[src/rtl/svalloc_pkg.sv]
`timescale 1ns / 1ps
// Shared types and codes for the sound voice allocator.
// No dependencies; imported by every module under rtl/.
package svalloc_pkg;

    localparam int ACTIVE_W   = 6;   // active voice count register
    localparam int OWNER_W    = 16;
    localparam int SOUND_W    = 10;
    localparam int PRIO_W     = 8;
    localparam int VOICE_W    = 5;   // voice number on the stream ports
    localparam int KIND_W     = 2;
    localparam int ACTION_W   = 3;
    localparam int S_TDATA_W  = 48;
    localparam int M_TDATA_W  = 8;

    typedef enum logic [ACTION_W-1:0] {
        ACT_START      = 3'd0,
        ACT_STOP_OWNER = 3'd1,
        ACT_STOP_ALL   = 3'd2,
        ACT_FINISHED   = 3'd3,
        ACT_QUERY      = 3'd4
    } action_t;

    typedef enum logic [KIND_W-1:0] {
        KIND_FREE  = 2'd0,
        KIND_OWNER = 2'd1,
        KIND_EVICT = 2'd2
    } kind_t;

    typedef enum logic [2:0] {
        ST_IDLE,
        ST_SCAN,
        ST_FIN_RD,
        ST_FIN_CK,
        ST_DONE
    } state_t;

    // Input item, last field in the lowest bits
    typedef struct packed {
        logic [VOICE_W-1:0]  voice_index;
        logic [PRIO_W-1:0]   new_priority;
        logic                match_by_id;
        logic [SOUND_W-1:0]  sound_id;
        logic                has_owner;
        logic [OWNER_W-1:0]  owner_id;
        logic [ACTION_W-1:0] action;
    } req_t;

    localparam int REQ_W = $bits(req_t);

    // Result item, last field in the lowest bits
    typedef struct packed {
        logic [KIND_W-1:0]  replace_kind;
        logic [VOICE_W-1:0] chosen_voice;
        logic               success;
    } res_t;

    // Payload stored in the voice RAM
    typedef struct packed {
        logic [OWNER_W-1:0] owner;
        logic [PRIO_W-1:0]  prio;
        logic [SOUND_W-1:0] sound;
    } voice_entry_t;

    // One registered table read
    typedef struct packed {
        logic         busy;
        logic         owned;
        voice_entry_t entry;
    } voice_rd_t;

    // Compare results for the voice under test
    typedef struct packed {
        logic free;
        logic start_take;
        logic stop_hit;
        logic query_hit;
        logic evict_ok;
    } match_t;

    // Table update strobes from the sequencer
    typedef struct packed {
        logic wr_en;
        logic wr_owned;
        logic kill_en;
        logic clr_en;
    } tbl_ctl_t;

endpackage

[src/rtl/svalloc_table.sv]
`timescale 1ns / 1ps
// Voice table: busy/owned flags in flops, owner/priority/sound in a RAM.
// One registered read port, one write/kill port, bulk clear. Uses svalloc_pkg.
module svalloc_table
    import svalloc_pkg::*;
#(
    parameter int NUM_VOICES = 32
)
(
    input  logic                clk,
    input  logic                rst_n,
    input  logic [$clog2(NUM_VOICES > 1 ? NUM_VOICES : 2)-1:0] rd_addr,
    output voice_rd_t           rd_data,
    input  tbl_ctl_t            ctl,
    input  logic [$clog2(NUM_VOICES > 1 ? NUM_VOICES : 2)-1:0] op_idx,
    input  voice_entry_t        wr_entry,
    input  logic [$clog2(NUM_VOICES + 1)-1:0] clr_count
);

    localparam int CNT_W = $clog2(NUM_VOICES + 1);

    logic [NUM_VOICES-1:0] busy_reg, busy_next;
    logic [NUM_VOICES-1:0] owned_reg, owned_next;
    voice_entry_t          mem [NUM_VOICES];
    voice_entry_t          rd_entry_reg;
    logic                  rd_busy_reg;
    logic                  rd_owned_reg;

    always_comb
    begin
        busy_next  = busy_reg;
        owned_next = owned_reg;
        for (int i = 0; i < NUM_VOICES; i++)
        begin
            if (ctl.clr_en && (CNT_W'(i) < clr_count))
            begin
                busy_next[i]  = 1'b0;
                owned_next[i] = 1'b0;
            end
        end
        if (ctl.kill_en)
        begin
            busy_next[op_idx]  = 1'b0;
            owned_next[op_idx] = 1'b0;
        end
        if (ctl.wr_en)
        begin
            busy_next[op_idx]  = 1'b1;
            owned_next[op_idx] = ctl.wr_owned;
        end
    end

    always_ff @(posedge clk or negedge rst_n)
    begin
        if (!rst_n)
        begin
            busy_reg  <= '0;
            owned_reg <= '0;
        end
        else
        begin
            busy_reg  <= busy_next;
            owned_reg <= owned_next;
        end
    end

    always_ff @(posedge clk)
    begin
        if (ctl.wr_en)
        begin
            mem[op_idx] <= wr_entry;
        end
        rd_entry_reg <= mem[rd_addr];
        rd_busy_reg  <= busy_reg[rd_addr];
        rd_owned_reg <= owned_reg[rd_addr];
    end

    assign rd_data = '{busy: rd_busy_reg, owned: rd_owned_reg, entry: rd_entry_reg};

    // an owned voice is always a busy one
    a_owned_busy: assert property (@(posedge clk) disable iff (!rst_n)
        (owned_reg & ~busy_reg) == '0)
        else $error("owned voice not busy");

    a_wr_busy: assert property (@(posedge clk) disable iff (!rst_n)
        ctl.wr_en |=> busy_reg[$past(op_idx)])
        else $error("written voice not busy");

endmodule

[src/rtl/svalloc_match.sv]
`timescale 1ns / 1ps
// Shared compare unit: checks the voice just read against the request.
// Owner, sound and priority compares. Uses svalloc_pkg.
module svalloc_match
    import svalloc_pkg::*;
(
    input  req_t      req,
    input  voice_rd_t voice,
    output match_t    m
);

    logic owner_eq;
    logic sound_eq;

    assign owner_eq = voice.owned && (voice.entry.owner == req.owner_id);
    assign sound_eq = voice.busy && (voice.entry.sound == req.sound_id);

    assign m.free       = !voice.busy;
    assign m.start_take = !voice.busy || (req.has_owner && owner_eq);
    assign m.stop_hit   = voice.busy && (req.has_owner ? owner_eq : !voice.owned);
    assign m.query_hit  = (req.has_owner && owner_eq) || (req.match_by_id && sound_eq);
    assign m.evict_ok   = voice.entry.prio >= req.new_priority;

endmodule

[src/rtl/svalloc_ctrl.sv]
`timescale 1ns / 1ps
// Sequencer: walks the voice table one entry per cycle through the compare
// unit and issues table updates. Uses svalloc_pkg.
module svalloc_ctrl
    import svalloc_pkg::*;
#(
    parameter int NUM_VOICES = 32
)
(
    input  logic                clk,
    input  logic                rst_n,
    input  logic                in_valid,
    output logic                in_ready,
    input  req_t                in_req,
    input  logic [$clog2(NUM_VOICES + 1)-1:0] n_live,
    output req_t                cur_req,
    input  match_t              m,
    output logic [$clog2(NUM_VOICES > 1 ? NUM_VOICES : 2)-1:0] rd_addr,
    output tbl_ctl_t            tbl,
    output logic [$clog2(NUM_VOICES > 1 ? NUM_VOICES : 2)-1:0] op_idx,
    output voice_entry_t        wr_entry,
    output logic [$clog2(NUM_VOICES + 1)-1:0] clr_count,
    output logic                res_valid,
    input  logic                res_take,
    output res_t                res
);

    localparam int IDX_W = $clog2(NUM_VOICES > 1 ? NUM_VOICES : 2);
    localparam int CNT_W = $clog2(NUM_VOICES + 1);
    localparam int CMP_W = (CNT_W > VOICE_W) ? CNT_W : VOICE_W;

    state_t             state_reg, state_next;
    req_t               req_reg, req_next;
    logic [CNT_W-1:0]   n_reg, n_next;
    logic [CNT_W-1:0]   cnt_reg, cnt_next;
    logic               rd_vld_reg, rd_vld_next;
    logic [IDX_W-1:0]   rd_idx_reg, rd_idx_next;
    logic               ev_found_reg, ev_found_next;
    logic [IDX_W-1:0]   ev_idx_reg, ev_idx_next;
    res_t               res_reg, res_next;

    logic               accept;
    logic               fin_in_range;
    logic               is_last;
    logic               hit;
    logic               scan_stop;
    logic               evict_end;
    logic [CNT_W-1:0]   rd_idx_cnt;

    assign accept       = in_valid && in_ready;
    assign fin_in_range = CMP_W'(in_req.voice_index) < CMP_W'(n_live);
    assign rd_idx_cnt   = CNT_W'(rd_idx_reg);
    assign is_last      = (rd_idx_cnt + CNT_W'(1)) == n_reg;

    always_comb
    begin
        unique case (req_reg.action)
            ACT_START:      hit = m.start_take;
            ACT_STOP_OWNER: hit = m.stop_hit;
            ACT_QUERY:      hit = m.query_hit;
            default:        hit = 1'b0;
        endcase
    end

    assign scan_stop = rd_vld_reg && (hit || is_last);
    // no free or same-owner voice: take the earliest evictable one
    assign evict_end = (req_reg.action == ACT_START) && !hit && is_last
                       && (ev_found_reg || m.evict_ok);

    // next state
    always_comb
    begin
        state_next = state_reg;
        unique case (state_reg)
            ST_IDLE:
            begin
                if (in_valid)
                begin
                    unique case (in_req.action)
                        ACT_START, ACT_STOP_OWNER, ACT_QUERY:
                            state_next = (n_live == '0) ? ST_DONE : ST_SCAN;
                        ACT_FINISHED:
                            state_next = fin_in_range ? ST_FIN_RD : ST_DONE;
                        default:
                            state_next = ST_DONE;
                    endcase
                end
            end
            ST_SCAN:
            begin
                if (scan_stop)
                begin
                    state_next = ST_DONE;
                end
            end
            ST_FIN_RD: state_next = ST_FIN_CK;
            ST_FIN_CK: state_next = ST_DONE;
            ST_DONE:
            begin
                if (res_take)
                begin
                    state_next = ST_IDLE;
                end
            end
            default: state_next = ST_IDLE;
        endcase
    end

    // datapath and outputs
    always_comb
    begin
        req_next      = req_reg;
        n_next        = n_reg;
        cnt_next      = cnt_reg;
        rd_vld_next   = 1'b0;
        rd_idx_next   = rd_idx_reg;
        ev_found_next = ev_found_reg;
        ev_idx_next   = ev_idx_reg;
        res_next      = res_reg;
        tbl           = '0;
        tbl.wr_owned  = req_reg.has_owner;
        op_idx        = rd_idx_reg;
        in_ready      = 1'b0;
        res_valid     = 1'b0;

        unique case (state_reg)
            ST_IDLE:
            begin
                in_ready = 1'b1;
                if (in_valid)
                begin
                    req_next      = in_req;
                    n_next        = n_live;
                    cnt_next      = '0;
                    ev_found_next = 1'b0;
                    res_next      = '0;
                    if (in_req.action == ACT_STOP_ALL)
                    begin
                        tbl.clr_en       = 1'b1;
                        res_next.success = 1'b1;
                    end
                    if (in_req.action == ACT_FINISHED)
                    begin
                        res_next.chosen_voice = in_req.voice_index;
                        if (fin_in_range)
                        begin
                            cnt_next = CNT_W'(in_req.voice_index);
                        end
                    end
                end
            end
            ST_SCAN:
            begin
                if ((cnt_reg < n_reg) && !scan_stop)
                begin
                    rd_vld_next = 1'b1;
                    rd_idx_next = cnt_reg[IDX_W-1:0];
                    cnt_next    = cnt_reg + CNT_W'(1);
                end
                if (rd_vld_reg)
                begin
                    if (!ev_found_reg && m.evict_ok)
                    begin
                        ev_found_next = 1'b1;
                        ev_idx_next   = rd_idx_reg;
                    end
                    if (hit)
                    begin
                        res_next.success = 1'b1;
                        if (req_reg.action == ACT_START)
                        begin
                            tbl.wr_en             = 1'b1;
                            res_next.chosen_voice = VOICE_W'(rd_idx_reg);
                            res_next.replace_kind = m.free ? KIND_FREE : KIND_OWNER;
                        end
                        else if (req_reg.action == ACT_STOP_OWNER)
                        begin
                            tbl.kill_en           = 1'b1;
                            res_next.chosen_voice = VOICE_W'(rd_idx_reg);
                        end
                    end
                    else if (evict_end)
                    begin
                        op_idx                = ev_found_reg ? ev_idx_reg : rd_idx_reg;
                        tbl.wr_en             = 1'b1;
                        res_next.success      = 1'b1;
                        res_next.chosen_voice = VOICE_W'(op_idx);
                        res_next.replace_kind = KIND_EVICT;
                    end
                end
            end
            ST_FIN_RD:
            begin
            end
            ST_FIN_CK:
            begin
                op_idx = cnt_reg[IDX_W-1:0];
                if (!m.free)
                begin
                    tbl.kill_en      = 1'b1;
                    res_next.success = 1'b1;
                end
            end
            ST_DONE:
            begin
                res_valid = 1'b1;
            end
            default:
            begin
            end
        endcase
    end

    assign rd_addr   = cnt_reg[IDX_W-1:0];
    assign clr_count = n_live;
    assign wr_entry  = '{owner: req_reg.owner_id, prio: req_reg.new_priority,
                         sound: req_reg.sound_id};
    assign cur_req   = req_reg;
    assign res       = res_reg;

    always_ff @(posedge clk or negedge rst_n)
    begin
        if (!rst_n)
        begin
            state_reg    <= ST_IDLE;
            rd_vld_reg   <= 1'b0;
            ev_found_reg <= 1'b0;
            cnt_reg      <= '0;
            n_reg        <= '0;
        end
        else
        begin
            state_reg    <= state_next;
            rd_vld_reg   <= rd_vld_next;
            ev_found_reg <= ev_found_next;
            cnt_reg      <= cnt_next;
            n_reg        <= n_next;
        end
    end

    always_ff @(posedge clk)
    begin
        req_reg    <= req_next;
        rd_idx_reg <= rd_idx_next;
        ev_idx_reg <= ev_idx_next;
        res_reg    <= res_next;
    end

    a_rd_in_scan: assert property (@(posedge clk) disable iff (!rst_n)
        rd_vld_reg |-> state_reg == ST_SCAN)
        else $error("read data valid outside scan");

    a_scan_bounds: assert property (@(posedge clk) disable iff (!rst_n)
        state_reg == ST_SCAN |-> (cnt_reg <= n_reg) && (n_reg != '0))
        else $error("scan counter out of range");

    a_wr_kill: assert property (@(posedge clk) disable iff (!rst_n)
        tbl.wr_en |-> !tbl.kill_en && !tbl.clr_en)
        else $error("conflicting table updates");

    a_accept_leaves_idle: assert property (@(posedge clk) disable iff (!rst_n)
        accept |=> state_reg != ST_IDLE)
        else $error("accepted transaction not started");

endmodule

[src/rtl/sound_voice_allocator.sv]
`timescale 1ns / 1ps
// Top level of the sound voice allocator: stream ports, active count register,
// result register. Uses svalloc_pkg, svalloc_table, svalloc_match, svalloc_ctrl.
//
//  channel  | signals                       | payload
//  ---------+-------------------------------+------------------------------------
//  request  | s_tvalid s_tready s_tdata     | one action on the voice table
//  result   | m_tvalid m_tready m_tdata     | success, voice, replace kind
//  config   | cfg_valid cfg_ready cfg_data  | active voice count (always ready)
//
// Start, stop owner and query walk the table at one voice per cycle through the
// shared compare unit, over the active voices. Voice finished checks a single
// voice; stop all and unknown actions go straight to the result.
// Reset clears the busy and owned marks at once and sets the count to 32.
// A waiting result does not block the next request; a new result waits in the
// sequencer until the result register frees up.
module sound_voice_allocator
    import svalloc_pkg::*;
#(
    parameter int MAX_VOICES = 32
)
(
    input  logic                  clk,
    input  logic                  rst_n,
    input  logic                  s_tvalid,
    output logic                  s_tready,
    // action[2:0] owner_id[18:3] has_owner[19] sound_id[29:20] match_by_id[30]
    // new_priority[38:31] voice_index[43:39] zero[47:44]
    input  logic [S_TDATA_W-1:0]  s_tdata,
    output logic                  m_tvalid,
    input  logic                  m_tready,
    // success[0] chosen_voice[5:1] replace_kind[7:6]
    output logic [M_TDATA_W-1:0]  m_tdata,
    input  logic                  cfg_valid,
    output logic                  cfg_ready,
    input  logic [ACTIVE_W-1:0]   cfg_data
);

    localparam int IDX_W = $clog2(MAX_VOICES > 1 ? MAX_VOICES : 2);
    localparam int CNT_W = $clog2(MAX_VOICES + 1);
    localparam int CMP_W = (CNT_W > ACTIVE_W) ? CNT_W : ACTIVE_W;

    logic [ACTIVE_W-1:0]  active_reg;
    logic [CNT_W-1:0]     n_live;
    req_t                 in_req;
    req_t                 cur_req;
    voice_rd_t            rd_data;
    match_t               m;
    tbl_ctl_t             tbl;
    logic [IDX_W-1:0]     rd_addr;
    logic [IDX_W-1:0]     op_idx;
    voice_entry_t         wr_entry;
    logic [CNT_W-1:0]     clr_count;
    logic                 res_valid;
    logic                 res_take;
    res_t                 res;
    logic                 m_tvalid_reg;
    res_t                 m_tdata_reg;

    assign cfg_ready = 1'b1;

    always_ff @(posedge clk or negedge rst_n)
    begin
        if (!rst_n)
        begin
            active_reg <= ACTIVE_W'(32);
        end
        else if (cfg_valid && cfg_ready)
        begin
            active_reg <= cfg_data;
        end
    end

    // counts above the table size act as the table size
    assign n_live = (CMP_W'(active_reg) > CMP_W'(MAX_VOICES)) ? CNT_W'(MAX_VOICES)
                                                              : CNT_W'(active_reg);

    assign in_req = req_t'(s_tdata[REQ_W-1:0]);

    svalloc_ctrl #(
        .NUM_VOICES (MAX_VOICES)
    ) u_ctrl (
        .clk       (clk),
        .rst_n     (rst_n),
        .in_valid  (s_tvalid),
        .in_ready  (s_tready),
        .in_req    (in_req),
        .n_live    (n_live),
        .cur_req   (cur_req),
        .m         (m),
        .rd_addr   (rd_addr),
        .tbl       (tbl),
        .op_idx    (op_idx),
        .wr_entry  (wr_entry),
        .clr_count (clr_count),
        .res_valid (res_valid),
        .res_take  (res_take),
        .res       (res)
    );

    svalloc_table #(
        .NUM_VOICES (MAX_VOICES)
    ) u_table (
        .clk       (clk),
        .rst_n     (rst_n),
        .rd_addr   (rd_addr),
        .rd_data   (rd_data),
        .ctl       (tbl),
        .op_idx    (op_idx),
        .wr_entry  (wr_entry),
        .clr_count (clr_count)
    );

    svalloc_match u_match (
        .req   (cur_req),
        .voice (rd_data),
        .m     (m)
    );

    assign res_take = !m_tvalid_reg || m_tready;

    always_ff @(posedge clk or negedge rst_n)
    begin
        if (!rst_n)
        begin
            m_tvalid_reg <= 1'b0;
        end
        else if (res_valid && res_take)
        begin
            m_tvalid_reg <= 1'b1;
        end
        else if (m_tready)
        begin
            m_tvalid_reg <= 1'b0;
        end
    end

    always_ff @(posedge clk)
    begin
        if (res_valid && res_take)
        begin
            m_tdata_reg <= res;
        end
    end

    assign m_tvalid = m_tvalid_reg;
    assign m_tdata  = m_tdata_reg;

endmodule
[config.mk]
export PLATFORM = sky130hd
export DESIGN_NAME = sound_voice_allocator
export DESIGN_NICKNAME = d
export VERILOG_FILES = /design/src/rtl/svalloc_pkg.sv /design/src/rtl/svalloc_table.sv /design/src/rtl/svalloc_match.sv /design/src/rtl/svalloc_ctrl.sv /design/src/rtl/sound_voice_allocator.sv
export SDC_FILE = /design/constraint.sdc
export NUM_CORES = 2
export LEC_CHECK = 0
export BUFFER_PORTS_ARGS = -buffer_cell sky130_fd_sc_hd__clkbuf_2
export CAP_MARGIN = 20
export CORE_MARGIN = 2
export CORE_UTILIZATION = 31
export CTS_CLUSTER_SIZE = 16
export DETAILED_ROUTE_END_ITERATION = 8
export GPL_ROUTABILITY_DRIVEN = 0
export GPL_TIMING_DRIVEN = 0
export PLACE_DENSITY = 0.51
export SLEW_MARGIN = 25
export SYNTH_ARGS = -nofsm -noshare
export SYNTH_HDL_FRONTEND = slang
export SYNTH_SLANG_ARGS = --single-unit
[constraint.sdc]
create_clock -name clk -period 15.2 [get_ports clk]
set_input_delay 0.76 -clock clk [delete_from_list [all_inputs] [get_ports clk]]
set_output_delay 0.76 -clock clk [all_outputs]
set_load 0.005 [all_outputs]
==> impl_metrics.json <==
{
  "clock_latency_ns": 0.78,
  "status": "complete, no violations",
  "cts_buffers": 138,
  "syn_area_per_cell_um2": 21.1,
  "drc_errors": 0,
  "die_height_um": 406,
  "cts_resized": 0,
  "routedWlPerCell_um": 27.8,
  "num_vias": 25500,
  "startpoint": "u_ctrl.cur_req[8]$_DFFE_PP_",
  "p_leak_nw": 18.6,
  "dp_slack_ns": 9.36,
  "startpoint_type": "register",
  "routed_wirelength_mm": 137,
  "period_share_pct": 37.8,
  "maxCapViolations": 0,
  "grt_use_total_pct": 16.7,
  "end_kind": "register",
  "clock_sinks": 1277,
  "power_density_nw_per_um2": 164,
  "largest_reg_flops": 1088,
  "required_ns": 15.65,
  "p_int_w": 0.00694,
  "cts_setup_buffers": 0,
  "worst-path-max-fanout": 33,
  "io_buffers": 63,
  "top_register": "u_table.mem",
  "worst_slew_pin_slew_ns": 1.15,
  "ctsRootBufferMaster": "clkbuf_16",
  "rsz0062_at_grt": "no",
  "p_switching_w": 0.00285,
  "syn_inst": 2375,
  "multiInputGateArea_um2": 12300,
  "clockPowerShare_pct": 32.7,
  "p_sw_share_pct": 29.1,
  "cts_tree": "built",
  "crit_type": "reg2reg",
  "dp.cells": 4668,
  "cts_hold_buffers": 0,
  "ctsHtreeMaxLevel": 4,
  "fmaxAchievable_mhz": 174,
  "start_util_pct": 31.2,
  "final-seq-area_um2": 37500,
  "synth-seq-area-share_pct": 74.9,
  "grt_pass1_vias": 26700,
  "synth_warnings": 0,
  "worst_slack_ns": 9.45,
  "core_um2": 161000,
  "combPwrFrac_pct": 23.0,
  "initialDrtViolationCount": 2868,
  "dieArea_um2": 165000,
  "syn_to_final_growth_pct": 19.0,
  "crit_arrival_ns": 6.20,
  "finalHoldViolations": 0,
  "antenna_cells": 0,
  "viasPerCell": 5.17,
  "grt_max_degree": 89,
  "layout_min_cycle_time_ns": 5.75,
  "grt_pass1_wl_mm": 194,
  "ys_async_sr_fraction_pct": 6.89,
  "synth_top_cell_area_share_pct": 69.0,
  "synth_area_um2": 50100,
  "synth-seq-cells": 1277,
  "antenna_left": 0,
  "hold_path.class": "in2async",
  "dpl_cell_area_um2": 55100,
  "synth_ff_type": "edfxtp_1",
  "fin_skew_ns": 0.0551,
  "path_clk_slew_ns": 0.06,
  "slew_viol_final": 0,
  "drt_first_pass_iters": 6,
  "regToRegStartpoint": "u_ctrl.cur_req[8]$_DFFE_PP_",
  "yosysTopAreaCell": "edfxtp_1",
  "hpwl_mm": 94.4,
  "peakVddDrop_mv": 0.105,
  "worst_hold_slack_ns": 0.00604,
  "layout.nets": 2740,
  "clock_path_buffers": 3,
  "power_frac_seq_pct": 44.4,
  "num-fill-cells": 14500,
  "synth_edf_count": 1153,
  "final_cells": 4933,
  "slew_headroom_pct": 22.8,
  "grt.overflow.total": 0,
  "synthTopCellsByArea": "edfxtp_1 (69%), mux4_2 (16%), dfrtp_1 (4.3%)",
  "pin_count": 70,
  "finish.instance_area_um2": 59700,
  "die_w_um": 406,
  "grt_antenna_before_repair": 1,
  "drive_above_1_share_pct": 31.9,
  "syn-num-nets": 2453,
  "row_count": 147,
  "synthDistinctLibCells": 68,
  "fin_setup_tns_ns": 0,
  "setup-violations-final": 0
}
[layout make-up]
cell class              count  area share [%]
clock inverters            71           0.996
inverters                  24           0.155
flip-flops and latches   1277            62.9
plain buffers             128           0.952
well taps                2160            4.53
clock buffers             180            6.24
multi-input cells         946            20.5
repair buffers            147            3.66
[final timing paths]
kind | to | depth (start not counted) | slack (ns)
setup / recovery | u_table.mem[0][12]$_DFFE_PP_ | 9 | 9.45
hold / removal | u_ctrl.n_reg[2]$_DFFE_PN0P_ | 2 | 0.006
setup reg to reg | u_table.mem[0][12]$_DFFE_PP_ | 9 | 9.45
hold reg to reg | m_tdata[5]$_DFFE_PP_ | 0 | 0.42
max in group asynchronous | active_reg[5]$_DFFE_PN1P_ | 2 | 14.70
min in group clk | u_ctrl.cur_req[23]$_DFFE_PP_ | 1 | 0.17
[metrics by stage]
stage | total power [W] | util, %
6_report | 0.00979 | 37.2
5_1_grt | 0.0102 | 37.2
4_1_cts | 0.00989 | 37.0
3_5_place_dp | 0.00667 | 34.3
3_3_place_gp | 0.00658 | 33.1
2_1_floorplan | 0.00579 | -
[cell families (layout without fill, tap and decap cells)]
family	count (synthesis)	in the layout	synth area share (%)
other cells	1	1	0.00748
buf+inv	152	550	1.19
fa+ha+maj	19	19	0.474
xor+xnor	35	35	0.611
simple gates	256	256	2.51
compound gates	220	220	2.97
mux	415	415	17.4
flops	1277	1277	74.9
[Yosys cell counts, types with 3 or more instances]
| master | n |
|---|---|
| edfxtp_1 | 1153 |
| mux4_2 | 360 |
| dfrtp_1 | 87 |
| clkbuf_1 | 80 |
| nor2_1 | 79 |
| nand2_1 | 72 |
| o21ai_0 | 66 |
| mux2_2 | 42 |
| dfxtp_1 | 36 |
| buf_1 | 33 |
| xnor2_1 | 32 |
| o211ai_1 | 30 |
| o21ai_1 | 27 |
| inv_1 | 24 |
| a21oi_1 | 23 |
| a32o_1 | 21 |
| ha_1 | 19 |
| nand3_1 | 18 |
| nor3_1 | 14 |
| buf_2 | 13 |
| mux2i_1 | 13 |
| nand2b_1 | 13 |
| a31o_2 | 8 |
| nand4_1 | 8 |
| nor2b_1 | 7 |
| nor3_2 | 7 |
| or2_2 | 7 |
| a31oi_1 | 6 |
| and3_1 | 6 |
| a21o_1 | 4 |
| a221oi_1 | 4 |
| o22ai_1 | 4 |
| o31ai_1 | 4 |
| or3_1 | 4 |
| and2_1 | 3 |
| nor3b_1 | 3 |
| o221ai_1 | 3 |
| o32ai_1 | 3 |
| xor2_1 | 3 |
[power by group through the flow]
stage	combinational [W]	clock, W	sequential (W)
after detailed placement	0.00221	0	0.00446
after global routing	0.00239	0.00342	0.00437
after floorplan	0.00143	0	0.00436
after CTS	0.00222	0.00329	0.00438
final	0.00225	0.00320	0.00434
after global placement	0.00214	0	0.00443
[placed cells by master, fill, tap and decap left out, drive strengths merged, types with 4 or more instances in the layout]
master / n
mux2: 42
clkinv: 56
a32o: 21
bufinv: 4
nand2b: 13
mux2i: 13
nor2: 81
nand4: 8
xnor2: 32
or2: 10
a221oi: 4
a21oi: 23
nor2b: 7
nand2: 72
a21o: 4
o21ai: 93
dfrtp: 87
buf: 129
clkinvlp: 5
mux4: 360
nand3: 18
ha: 19
and3: 6
clkbuf: 326
a31o: 8
nor3: 21
or3: 4
o211ai: 30
a31oi: 7
o22ai: 4
dfxtp: 36
inv: 30
o31ai: 4
edfxtp: 1153
[metal layers]
layer / global-route usage [%] / wire (um)
met5: 0 / 0
met4: 6.25 / 4810
met3: 3.15 / 8700
met2: 27.0 / 66000
met1: 22.3 / 57700
[critical path, stage by stage, from the launching register on]
cell and delay (ns):
edfxtp_1 0.76, xnor2_1 0.85, nand3_1 0.16, nor3_1 0.76, a21oi_1 0.34, a2111oi_4 0.60
o21ai_1 0.50, clkbuf_2 0.50, nor2_4 0.68, buf_16 0.24
No activity file was read; power rests on OpenSTA's default activity.
